$ cat config.mk
export PLATFORM = sky130hd
export DESIGN_NAME = http_request_end_detector_top
export DESIGN_NICKNAME = d
export VERILOG_FILES = /design/src/hw/rtl/hred_pkg.sv /design/src/hw/rtl/hred_front.sv /design/src/hw/rtl/hred_queue.sv /design/src/hw/rtl/hred_back.sv /design/src/hw/rtl/http_request_end_detector_top.sv
export SDC_FILE = /design/constraint.sdc
export NUM_CORES = 1
export LEC_CHECK = 0
export BUFFER_PORTS_ARGS = -buffer_cell sky130_fd_sc_hd__buf_2
export CAP_MARGIN = 40
export CORE_UTILIZATION = 65
export CTS_BUF_LIST = sky130_fd_sc_hd__clkbuf_4 sky130_fd_sc_hd__clkbuf_8
export CTS_CLUSTER_DIAMETER = 100
export CTS_CLUSTER_SIZE = 12
export DETAILED_ROUTE_END_ITERATION = 8
export HOLD_SLACK_MARGIN = 0.15
export PLACE_DENSITY = 0.86
export SYNTH_ARGS = -nofsm -noshare
export SYNTH_HDL_FRONTEND = slang
export SYNTH_SLANG_ARGS = --single-unit
$ cat constraint.sdc
create_clock -name clk -period 13.6 [get_ports clk]
set_clock_uncertainty 0.1 [all_clocks]
set_input_delay 4.08 -clock clk [delete_from_list [all_inputs] [get_ports clk]]
set_output_delay 4.08 -clock clk [all_outputs]
set_load 0.05 [all_outputs]
$ cat src/hw/rtl/hred_pkg.sv
// types and constants shared by the http request end detector modules
// no dependencies
`timescale 1ns / 1ps

package hred_pkg;

	localparam int NAME_LEN = 15;
	localparam int QDEPTH   = 2;
	localparam logic [23:0] MAX_LENGTH_RESET = 24'd1048576;

	localparam logic [7:0] CHAR_CR    = 8'h0d;
	localparam logic [7:0] CHAR_LF    = 8'h0a;
	localparam logic [7:0] CHAR_SPACE = 8'h20;
	localparam logic [7:0] CHAR_TAB   = 8'h09;
	localparam logic [7:0] CHAR_ZERO  = 8'h30;
	localparam logic [7:0] CHAR_NINE  = 8'h39;
	localparam logic [7:0] CHAR_UPPER_A = 8'h41;
	localparam logic [7:0] CHAR_UPPER_Z = 8'h5a;

	// "content-length:" in lower case
	localparam logic [7:0] NAME_TEXT [NAME_LEN] = '{
		8'h63, 8'h6f, 8'h6e, 8'h74, 8'h65, 8'h6e, 8'h74, 8'h2d,
		8'h6c, 8'h65, 8'h6e, 8'h67, 8'h74, 8'h68, 8'h3a
	};

	typedef enum logic [1:0] {
		PH_SEARCH = 2'd0,
		PH_SKIP   = 2'd1,
		PH_DIGITS = 2'd2,
		PH_DONE   = 2'd3
	} phase_t;

	// one classified byte, passed from front to back
	typedef struct packed {
		logic        first;
		logic        is_cr;
		logic        is_lf;
		logic        is_digit;
		logic        is_blank;
		logic [3:0]  digit_val;
		logic [15:0] name_hit;   // bit i: folded byte equals name character i
	} class_t;

endpackage

$ cat src/hw/rtl/hred_front.sv
// front stage: accepts request bytes and classifies them into class_t
// depends on hred_pkg
`timescale 1ns / 1ps

module hred_front (
	input  logic                 clk,
	input  logic                 arst_n,
	input  logic [7:0]           data_byte,
	input  logic                 first,
	input  logic                 in_valid,
	output logic                 in_ready,
	output logic                 push,
	output hred_pkg::class_t     push_data,
	input  logic                 q_full
);
	import hred_pkg::*;

	logic       valid_s1;
	class_t     class_s1;
	class_t     class_c;
	logic [7:0] folded;
	logic       advance;

	always_comb begin
		folded = data_byte;
		if (data_byte >= CHAR_UPPER_A && data_byte <= CHAR_UPPER_Z) begin
			folded = data_byte + 8'd32;
		end
		class_c.first     = first;
		class_c.is_cr     = (data_byte == CHAR_CR);
		class_c.is_lf     = (data_byte == CHAR_LF);
		class_c.is_digit  = (data_byte >= CHAR_ZERO) && (data_byte <= CHAR_NINE);
		class_c.is_blank  = (data_byte == CHAR_SPACE) || (data_byte == CHAR_TAB);
		class_c.digit_val = data_byte[3:0];
		class_c.name_hit  = '0;
		for (int i = 0; i < NAME_LEN; i++) begin
			class_c.name_hit[i] = (folded == NAME_TEXT[i]);
		end
	end

	assign push      = valid_s1 && !q_full;
	assign push_data = class_s1;
	assign advance   = !valid_s1 || !q_full;
	assign in_ready  = advance;

	always_ff @(posedge clk or negedge arst_n) begin
		if (!arst_n) begin
			valid_s1 <= 1'b0;
		end else if (advance) begin
			valid_s1 <= in_valid;
		end
	end

	always_ff @(posedge clk) begin
		if (advance && in_valid) begin
			class_s1 <= class_c;
		end
	end

endmodule

$ cat src/hw/rtl/hred_queue.sv
// two-entry queue of classified bytes between front and back
// depends on hred_pkg
`timescale 1ns / 1ps

module hred_queue (
	input  logic                 clk,
	input  logic                 arst_n,
	input  logic                 push,
	input  hred_pkg::class_t     push_data,
	output logic                 full,
	input  logic                 pop,
	output logic                 empty,
	output hred_pkg::class_t     pop_data
);
	import hred_pkg::*;

	localparam int PW = $clog2(QDEPTH);

	class_t        mem_q [QDEPTH];
	logic [PW-1:0] wr_ptr_q;
	logic [PW-1:0] rd_ptr_q;
	logic [PW:0]   count_q;
	logic          do_push;
	logic          do_pop;

	assign full     = (count_q == (PW+1)'(QDEPTH));
	assign empty    = (count_q == '0);
	assign do_push  = push && !full;
	assign do_pop   = pop && !empty;
	assign pop_data = mem_q[rd_ptr_q];

	always_ff @(posedge clk or negedge arst_n) begin
		if (!arst_n) begin
			wr_ptr_q <= '0;
			rd_ptr_q <= '0;
			count_q  <= '0;
		end else begin
			if (do_push) begin
				wr_ptr_q <= (wr_ptr_q == PW'(QDEPTH - 1)) ? '0 : wr_ptr_q + 1'b1;
			end
			if (do_pop) begin
				rd_ptr_q <= (rd_ptr_q == PW'(QDEPTH - 1)) ? '0 : rd_ptr_q + 1'b1;
			end
			if (do_push && !do_pop) begin
				count_q <= count_q + 1'b1;
			end else if (do_pop && !do_push) begin
				count_q <= count_q - 1'b1;
			end
		end
	end

	always_ff @(posedge clk) begin
		if (do_push) begin
			mem_q[wr_ptr_q] <= push_data;
		end
	end

endmodule

$ cat src/hw/rtl/hred_back.sv
// back stage: request state update per byte and the result register
// depends on hred_pkg
`timescale 1ns / 1ps

module hred_back #(
	parameter int LENGTH_BITS = 24
) (
	input  logic                 clk,
	input  logic                 arst_n,
	input  logic                 cfg_we,
	input  logic [23:0]          cfg_data,
	input  logic                 q_empty,
	input  hred_pkg::class_t     q_data,
	output logic                 pop,
	output logic                 out_valid,
	input  logic                 out_ready,
	output logic [31:0]          out_data
);
	import hred_pkg::*;

	localparam int LB = LENGTH_BITS;

	logic [23:0]   max_q;
	logic [1:0]    blank_q;
	logic [3:0]    idx_q;
	phase_t        phase_q;
	logic [LB-1:0] dl_q;
	logic [LB-1:0] bc_q;
	logic          hdr_q;
	logic          ov_q;

	logic [1:0]    cur_blank, nx_blank;
	logic [3:0]    cur_idx, nx_idx, hit_idx;
	phase_t        cur_ph, nx_ph;
	logic [LB-1:0] cur_dl, nx_dl, cur_bc, nx_bc;
	logic          cur_hdr, nx_hdr, cur_ov, nx_ov;
	logic [LB+3:0] next_len;
	logic [LB+23:0] max_ext;
	logic [LB-1:0] max_len;
	logic [LB+23:0] dl_ext;
	logic          nx_complete;

	logic          out_valid_q;
	logic [31:0]   out_data_q;

	assign pop       = !q_empty && (!out_valid_q || out_ready);
	assign out_valid = out_valid_q;
	assign out_data  = out_data_q;

	assign max_ext = {{LB{1'b0}}, max_q};
	assign max_len = max_ext[LB-1:0];

	always_comb begin
		// a first byte starts from cleared state
		cur_blank = q_data.first ? 2'd0 : blank_q;
		cur_idx   = q_data.first ? 4'd0 : idx_q;
		cur_ph    = q_data.first ? PH_SEARCH : phase_q;
		cur_dl    = q_data.first ? '0 : dl_q;
		cur_bc    = q_data.first ? '0 : bc_q;
		cur_hdr   = q_data.first ? 1'b0 : hdr_q;
		cur_ov    = q_data.first ? 1'b0 : ov_q;

		nx_blank = cur_blank;
		nx_idx   = cur_idx;
		nx_ph    = cur_ph;
		nx_dl    = cur_dl;
		nx_bc    = cur_bc;
		nx_hdr   = cur_hdr;
		nx_ov    = cur_ov;
		next_len = ({4'b0, cur_dl} << 3) + ({4'b0, cur_dl} << 1)
			+ {{LB{1'b0}}, q_data.digit_val};
		hit_idx  = '0;

		if (cur_hdr) begin
			if (cur_bc != {LB{1'b1}}) begin
				nx_bc = cur_bc + 1'b1;
			end
		end else begin
			unique case (cur_ph)
				PH_SKIP: begin
					if (q_data.is_blank) begin
						nx_ph = PH_SKIP;
					end else if (q_data.is_digit) begin
						nx_ph = PH_DIGITS;
					end else begin
						nx_ph = PH_DONE;
					end
				end
				PH_DIGITS: begin
					if (!q_data.is_digit) begin
						nx_ph = PH_DONE;
					end
				end
				PH_SEARCH, PH_DONE: begin
					nx_ph = cur_ph;
				end
				default: nx_ph = cur_ph;
			endcase

			if (nx_ph == PH_DIGITS && q_data.is_digit) begin
				if (next_len > {4'b0, max_len}) begin
					nx_dl = max_len;
					nx_ov = 1'b1;
					nx_ph = PH_DONE;
				end else begin
					nx_dl = next_len[LB-1:0];
				end
			end

			if (nx_ph == PH_SEARCH) begin
				if (q_data.name_hit[cur_idx]) begin
					hit_idx = cur_idx + 1'b1;
				end else begin
					hit_idx = q_data.name_hit[0] ? 4'd1 : 4'd0;
				end
				if (hit_idx == 4'(NAME_LEN)) begin
					nx_idx = 4'd0;
					nx_ph  = PH_SKIP;
				end else begin
					nx_idx = hit_idx;
				end
			end

			// blank line search for cr lf cr lf
			unique case (cur_blank)
				2'd0: nx_blank = q_data.is_cr ? 2'd1 : 2'd0;
				2'd1: nx_blank = q_data.is_lf ? 2'd2 : (q_data.is_cr ? 2'd1 : 2'd0);
				2'd2: nx_blank = q_data.is_cr ? 2'd3 : 2'd0;
				2'd3: begin
					if (q_data.is_lf) begin
						nx_hdr   = 1'b1;
						nx_blank = 2'd0;
					end else begin
						nx_blank = q_data.is_cr ? 2'd1 : 2'd0;
					end
				end
				default: nx_blank = 2'd0;
			endcase
		end

		nx_complete = nx_hdr && (nx_ph == PH_SEARCH || nx_ov || nx_bc >= nx_dl);
	end

	assign dl_ext = {24'b0, nx_dl};

	always_ff @(posedge clk or negedge arst_n) begin
		if (!arst_n) begin
			max_q       <= MAX_LENGTH_RESET;
			blank_q     <= 2'd0;
			idx_q       <= 4'd0;
			phase_q     <= PH_SEARCH;
			dl_q        <= '0;
			bc_q        <= '0;
			hdr_q       <= 1'b0;
			ov_q        <= 1'b0;
			out_valid_q <= 1'b0;
		end else begin
			if (cfg_we) begin
				max_q <= cfg_data;
			end
			if (pop) begin
				blank_q <= nx_blank;
				idx_q   <= nx_idx;
				phase_q <= nx_ph;
				dl_q    <= nx_dl;
				bc_q    <= nx_bc;
				hdr_q   <= nx_hdr;
				ov_q    <= nx_ov;
			end
			if (pop) begin
				out_valid_q <= 1'b1;
			end else if (out_ready) begin
				out_valid_q <= 1'b0;
			end
		end
	end

	always_ff @(posedge clk) begin
		if (pop) begin
			out_data_q <= {4'b0, nx_ov, dl_ext[23:0], (nx_ph != PH_SEARCH), nx_hdr,
				nx_complete};
		end
	end

endmodule

$ cat src/hw/rtl/http_request_end_detector_top.sv
// top level of the http request end detector: front, queue and back
// depends on hred_pkg, hred_front, hred_queue, hred_back
`timescale 1ns / 1ps

// Takes an HTTP request one byte per transaction (s_tuser marks the first byte
// of a new request) and returns one result transaction per byte telling whether
// the request is complete: header ended at the first CR LF CR LF and, when a
// content-length header was found, the body byte count reached the declared
// length (lengths above max_length saturate, set too_long and complete at
// header end). One byte is taken every cycle unless the queue is full and
// s_tready is low. A byte passes through the classify register, the queue and
// the state update into the result register. max_length is written through
// cfg_we / cfg_data; the user must write it only while the block is idle (the
// block itself does not enforce this), and it resets to 1048576.

module http_request_end_detector_top #(
	parameter int LENGTH_BITS = 24
) (
	input  logic        clk,
	input  logic        arst_n,
	input  logic        cfg_we,
	input  logic [23:0] cfg_data,      // max_length
	input  logic        s_tvalid,
	output logic        s_tready,
	input  logic [7:0]  s_tdata,       // [7:0] data_byte
	input  logic        s_tuser,       // [0] first
	output logic        m_tvalid,
	input  logic        m_tready,
	output logic [31:0] m_tdata        // [0] complete, [1] header_done, [2] length_found,
	                                   // [26:3] body_length, [27] too_long, [31:28] zero
);
	import hred_pkg::*;

	logic   push;
	class_t push_data;
	logic   q_full;
	logic   pop;
	logic   q_empty;
	class_t q_data;

	hred_front u_front (
		.clk       (clk),
		.arst_n    (arst_n),
		.data_byte (s_tdata),
		.first     (s_tuser),
		.in_valid  (s_tvalid),
		.in_ready  (s_tready),
		.push      (push),
		.push_data (push_data),
		.q_full    (q_full)
	);

	hred_queue u_queue (
		.clk       (clk),
		.arst_n    (arst_n),
		.push      (push),
		.push_data (push_data),
		.full      (q_full),
		.pop       (pop),
		.empty     (q_empty),
		.pop_data  (q_data)
	);

	hred_back #(
		.LENGTH_BITS (LENGTH_BITS)
	) u_back (
		.clk       (clk),
		.arst_n    (arst_n),
		.cfg_we    (cfg_we),
		.cfg_data  (cfg_data),
		.q_empty   (q_empty),
		.q_data    (q_data),
		.pop       (pop),
		.out_valid (m_tvalid),
		.out_ready (m_tready),
		.out_data  (m_tdata)
	);

endmodule

### Yosys cells after proc, flatten, opt, wreduce, memory -nomap -nowiden

Memories as Yosys holds them, arrays and structs flattened.
Cells that the tools add are included.

* register bits: 140
* memory bits (writable): 48
* logic and storage cells: 146
* memories: 1

Memory list
* u_queue.mem_q: words 2, bits a word 24, read ports 1, clocked after memory_dff 0, wr ports 1, line hred_queue.sv:19 `class_t mem_q [QDEPTH];`

* $add $sub $neg: 9
* order comparisons: 7
* eq/ne operators: 24
* multiplexer cells: 53
* reduce and logical (&&, ||, !) cells: 31

Operator list (count)
* $mux W24: 7
* $eq A8 B7 Y1 const B: 8
* $mux W2: 17
* $add A27 B25 Y28: 1
* $add A28 B4 Y28: 1
* $gt A28 B24 Y1: 1
* $mux W4: 7
* $add A24 B1 Y24 const B: 1
* $eq A8 B4 Y1 const B: 3
* $eq A8 B6 Y1 const B: 3
* $ge A24 B24 Y1: 1
* $ne A24 B24 Y1 const B: 1
* $mux W1: 18
* $eq A2 B2 Y1 const B: 6
* $logic_and A1 B1 Y1: 11
* $logic_not A2 Y1: 5
* $add A8 B6 Y8 const B: 1
* $ge A8 B6 Y1 const B: 1
* $ge A8 B7 Y1 const B: 1
* $le A8 B6 Y1 const B: 1
* $le A8 B7 Y1 const B: 1
* $mux W8: 1
* $pmux W2 S4: 1
* $logic_not A1 Y1: 6
* 12 further kinds: 20

### Longest topological paths before layout

An unclocked memory read counts as a cell.

* word-level depth: 21
* mapped depth: 35

### By module

A second synthesis with hierarchy kept.

* cell total of the unflattened synthesis: 1183
* area total of the unflattened synthesis: 11920.2 um^2

By module, submodules not included
* hred_back: times used 1, cells an instance 1008, area each 8838.5 um^2, seq. area each 2919.0 um^2
* hred_queue: times used 1, cells an instance 97, area each 2102.0 um^2, seq. area each 1601.5 um^2
* hred_front: times used 1, cells an instance 78, area each 979.7 um^2, seq. area each 595.6 um^2

### Worst setup path before layout

No wires, ideal clock.

* kind: register to register
* start: reg u_queue.rd_ptr_q
* end: reg u_back.out_data_q[0], in the netlist u_back.out_data[0], data pin
* library setup time: 274 ps
* arrival time: 6900 ps
* required time: 13226 ps
* slack: 6326 ps
* cell stages (with the launch flop): 36
* clock period less this slack: 7274 ps
* cells stage by stage: dfrtp_1 -> buf_2 -> buf_1 -> buf_2 -> mux2_2 -> ha_1 -> ha_1 -> inv_1 -> fa_1 -> nor2b_1 -> o31a_1 -> o211ai_1 -> a21oi_1 -> nand4_1 -> a311oi_1 -> xor2_1 -> ha_1 -> nand4_1 -> nor2_1 -> a221o_1 -> o22ai_1 -> nand4_1 -> a2111oi_4 -> o211ai_4 -> mux2_2 -> o21ai_1 -> ha_1 -> nand2b_1 -> a21o_1 -> a21o_1 -> a21oi_1 -> nor2b_1 -> o21ai_0 -> a21oi_1 -> o21ai_0 -> a41oi_1

* elaborated cells between the ends (all ways): 57

RTL lines
* from (decl): line hred_queue.sv:21 `logic [PW-1:0] rd_ptr_q;`
* from (signal assigned): line hred_queue.sv:42 `rd_ptr_q <= (rd_ptr_q == PW'(QDEPTH - 1)) ? '0 : rd_ptr_q + 1'b1;`
* $mem_v2 Z2 W24 *
* parallel branches: the longest is 8 deep, another holds $add A27 B25 Y28
* $mux W24 *: line hred_back.sv:74 `if (cur_hdr) begin`
* via u_back.nx_dl[0]: line hred_back.sv:35 `logic [LB-1:0] cur_dl, nx_dl, cur_bc, nx_bc;`
* $ge A24 B24 Y1 *: line hred_back.sv:141 `nx_complete = nx_hdr && (nx_ph == PH_SEARCH || nx_ov || nx_bc >= nx_dl);`
* $logic_or A1 B1 Y1 *: line hred_back.sv:141
* $logic_and A1 B1 Y1 *: line hred_back.sv:141
* via u_back.nx_complete: line hred_back.sv:41 `logic nx_complete;`
* to (signal assigned): line hred_back.sv:180 `out_data_q <= {4'b0, nx_ov, dl_ext[23:0], (nx_ph != PH_SEARCH), nx_hdr,`
* to (decl): line hred_back.sv:44 `logic [31:0] out_data_q;`

Mark *: on every way through the listed nets, which the timed path passes. The select of a mux whose other input is x is not followed.
A chain may end at the register's enable or synchronous reset.

### Final worst setup path

Ends and elaborated chain as after synthesis.

==> flow_metrics.env <==
export IMPL_use_met1_pct=38.8
export IMPL_period_share_pct=63.5
export IMPL_core_sq_um=16700
export IMPL_grt_max_degree=75
export IMPL_synth_avg_cell_area_sq_um=9.58
export IMPL_slowest_delay_ns=0.53
export IMPL_grt_use_met3_pct=5.78
export IMPL_postSynthCellCount=1172
export IMPL_path_clk_slew_ns=0.11
export IMPL_avgViaCountPerCell=6.16
export IMPL_fmax_mhz=116
export IMPL_diodes=0
export IMPL_ant_nets=0
export IMPL_start_util_pct=67.2
export IMPL_finalSetupTns_ns=0
export IMPL_tightest_slew_ns=0.858
export IMPL_dr_pass1_iters=5
export IMPL_required_ns=13.72
export IMPL_endpoint_kind="flip-flop"
export IMPL_cp_data_arrival_time_ns=8.76
export IMPL_worstHoldPathCells=0
export IMPL_numPortBuffers=67
export IMPL_place_gp_congestion=0.934
export IMPL_p_leak_nw=5.36
export IMPL_hold_buffers=0
export IMPL_finalSetupViolCount=0
export IMPL_drc=0
export IMPL_insertion_delay_ns=0.49
export IMPL_layout_common_cells="nand2_1 (168), ha_1 (100), dfrtp_1 (87), edfxtp_1 (85)"
export IMPL_nets=1354
export IMPL_cts_sinks=173
export IMPL_post_route_min_period_ns=8.64
export IMPL_ys_seq_area_share_pct=42.3
export IMPL_dp_hpwl_mm=19.0
export IMPL_gr_usage_all_layers_pct=30.5
export IMPL_die_w_um=133
export IMPL_yosysWarningCount=0
export IMPL_cts_buffers=17
export IMPL_ys_seq_elements=173
export IMPL_layout_setup_ws_ns=4.96
export IMPL_chipHeight_um=133
export IMPL_wirelength_mm=26.0
export IMPL_dr_total_vias=8920
export IMPL_clockBufferDepth=2
export IMPL_grt_pass1_wl_mm=42.3
export IMPL_cts_tree="yes"
export IMPL_yosys_most_used_dff="dfrtp_1"
export IMPL_synthArstFlopShare_pct=50.9
export IMPL_hold_viol_final=0
export IMPL_root_buffer="clkbuf_8"
export IMPL_num_rows=47
export IMPL_use_met2_pct=51.4
export IMPL_drv_cap=0
export IMPL_worstSetupStartpointType="flip-flop"
export IMPL_synth_top_area_share_pct=22.7
export IMPL_rsz0062_at_grt="false"
export IMPL_hp_class="reg -> reg"
export IMPL_status="finished clean"
export IMPL_cts_htree_levels=4
export IMPL_final_area_sq_um=12100
export IMPL_ff2ff_path_depth=34
export IMPL_path_max_fanout=53
export IMPL_yosysUniqueCellTypes=76
export IMPL_synth_area_leaders="edfxtp_1 (23%), dfrtp_1 (19%), ha_1 (11%), nand2_1 (5.6%), o21ai_0 (2.5%)"
export IMPL_slowest_stage="a311oi_2"
export IMPL_antenna_found_initial=0
export IMPL_dpl_worst_slack_ns=5.14
export IMPL_cts_setup_buffers=0
export IMPL_drv_slew=0
export IMPL_power_density_nw_per_um2=131
export IMPL_crit_type="reg -> reg"
export IMPL_grt_pass1_vias=8555
export IMPL_syn_to_final_growth_pct=8.11
export IMPL_slew_headroom_pct=42.8
export IMPL_final_common_cell="nand2_1"
export IMPL_wire_per_inst_um=18.0
export IMPL_drt_first_iter_violations=698
export IMPL_place_area_sq_um=11700
export IMPL_globalRoute_busiestLayer="met2"
export IMPL_design_portCount=72
export IMPL_drive_above_1_share_pct=12.9
export IMPL_synth_edff_count=85
export IMPL_die_area_sq_um=17800
export IMPL_peakVddDrop_mv=0.112
export IMPL_grt_overflow=0
export IMPL_synth_top_cell_by_area="edfxtp_1"
export IMPL_cts_repair_resized=0
export IMPL_synth_area_sq_um=11200
[critical path, delay by kind of cell, from the launching register on]
kind                       cells  cell delay [ns]
muxes                          2             0.69
adders and majority gates      4             1.23
buffers and inverters          3             1.30
DFF                            1             0.34
and+or+nand+nor                6             0.85
AOI/OAI and AO/OA             17             3.47
xor gates and xnor gates       2             0.34
[kinds of logic (layout without fill, tap and decap cells)]
kind of cell,after synthesis,in the layout,share of synthesized area [%]
adder cells (fa/ha/maj),101,101,11.3
AO/OA/AOI/OAI,275,275,16.2
multiplexers,42,42,4.47
flip-flops,173,173,42.3
XOR/XNOR,48,48,3.74
buffers and inverters,110,163,3.99
AND/OR/NAND/NOR,422,422,17.9
other,1,4,0.0334
[worst paths after layout]
kind                                                 startpoint                        endpoint  slack, ns
worst max-delay path               u_queue.rd_ptr_q$_DFFE_PN0P_    u_back.out_data[0]$_DFFE_PP_       4.96
worst min-delay path            u_front.push_data[13]$_DFFE_PP_  u_queue.mem_q[1][13]$_DFFE_PP_       0.36
worst max register to register     u_queue.rd_ptr_q$_DFFE_PN0P_    u_back.out_data[0]$_DFFE_PP_       4.96
worst min register to register  u_front.push_data[13]$_DFFE_PP_  u_queue.mem_q[1][13]$_DFFE_PP_       0.36
max in group asynchronous                                arst_n     u_back.bc_q[13]$_DFFE_PN0P_       9.20
min in group asynchronous                                arst_n  u_back.max_len[23]$_DFFE_PN0P_       3.36
[power by group]
part           internal (mW)  switching, mW
clock                  0.140          0.225
sequential             0.664         0.0537
combinational          0.145          0.365
total                  0.949          0.644
[synth_stat cells, drive strengths merged (12+ instances only)]
master and n:
o21ai 109, nor3 26, o21a 31, a21oi 41, edfxtp 85, nand4 22, nand2 168, clkbuf 42
nor2 66, nor2b 12, and3 12, buf 15, and2 29, nand2b 17, inv 51, a21o 23
xnor2 25, nand3 33, xor2 23, dfrtp 87, ha 100, mux2i 34
[stage by stage]
stage | std cells | hold slack [ns] | util [%] | total power [mW]
floorplan | 1175 | 0.321 | - | 1.10
global placement | 1413 | 0.323 | 70.0 | 1.21
detailed placement | 1416 | 0.330 | 70.3 | 1.24
CTS | 1448 | 0.354 | 72.7 | 1.60
global route | 1448 | 0.360 | 72.7 | 1.67
finish | 1448 | 0.356 | 72.7 | 1.59
[flip-flops by register name (all words and copies together), names as in the netlist, 2 cells and up]
| signal | count |
|---|---|
| u_queue.mem_q | 38 |
| u_back.out_data | 28 |
| u_back.bc_q | 24 |
| u_back.dl_q | 24 |
| u_back.max_len | 24 |
| u_front.push_data | 19 |
| u_back.idx_q | 4 |
| u_back.blank_q | 2 |
| u_back.phase_q | 2 |
| u_queue.count_q | 2 |
[metal layers]
| layer | up-vias | wire length [um] |
|---|---|---|
| met5 | - | 0 |
| met4 | 0 | 785 |
| met3 | 71 | 1470 |
| met2 | 318 | 12700 |
| met1 | 4221 | 11100 |
| li1 | 4310 | - |
[layout make-up]
cell class                 instances  area [sq um]
tap                              220           275
clock inverter                    15           166
fill                            1260          4560
sequential                       173          4760
clock buffer                      17           234
inverter                          53           199
multi-input combinational        892          6060
timing repair buffer              78           455
(Power assumes the default switching activity.)
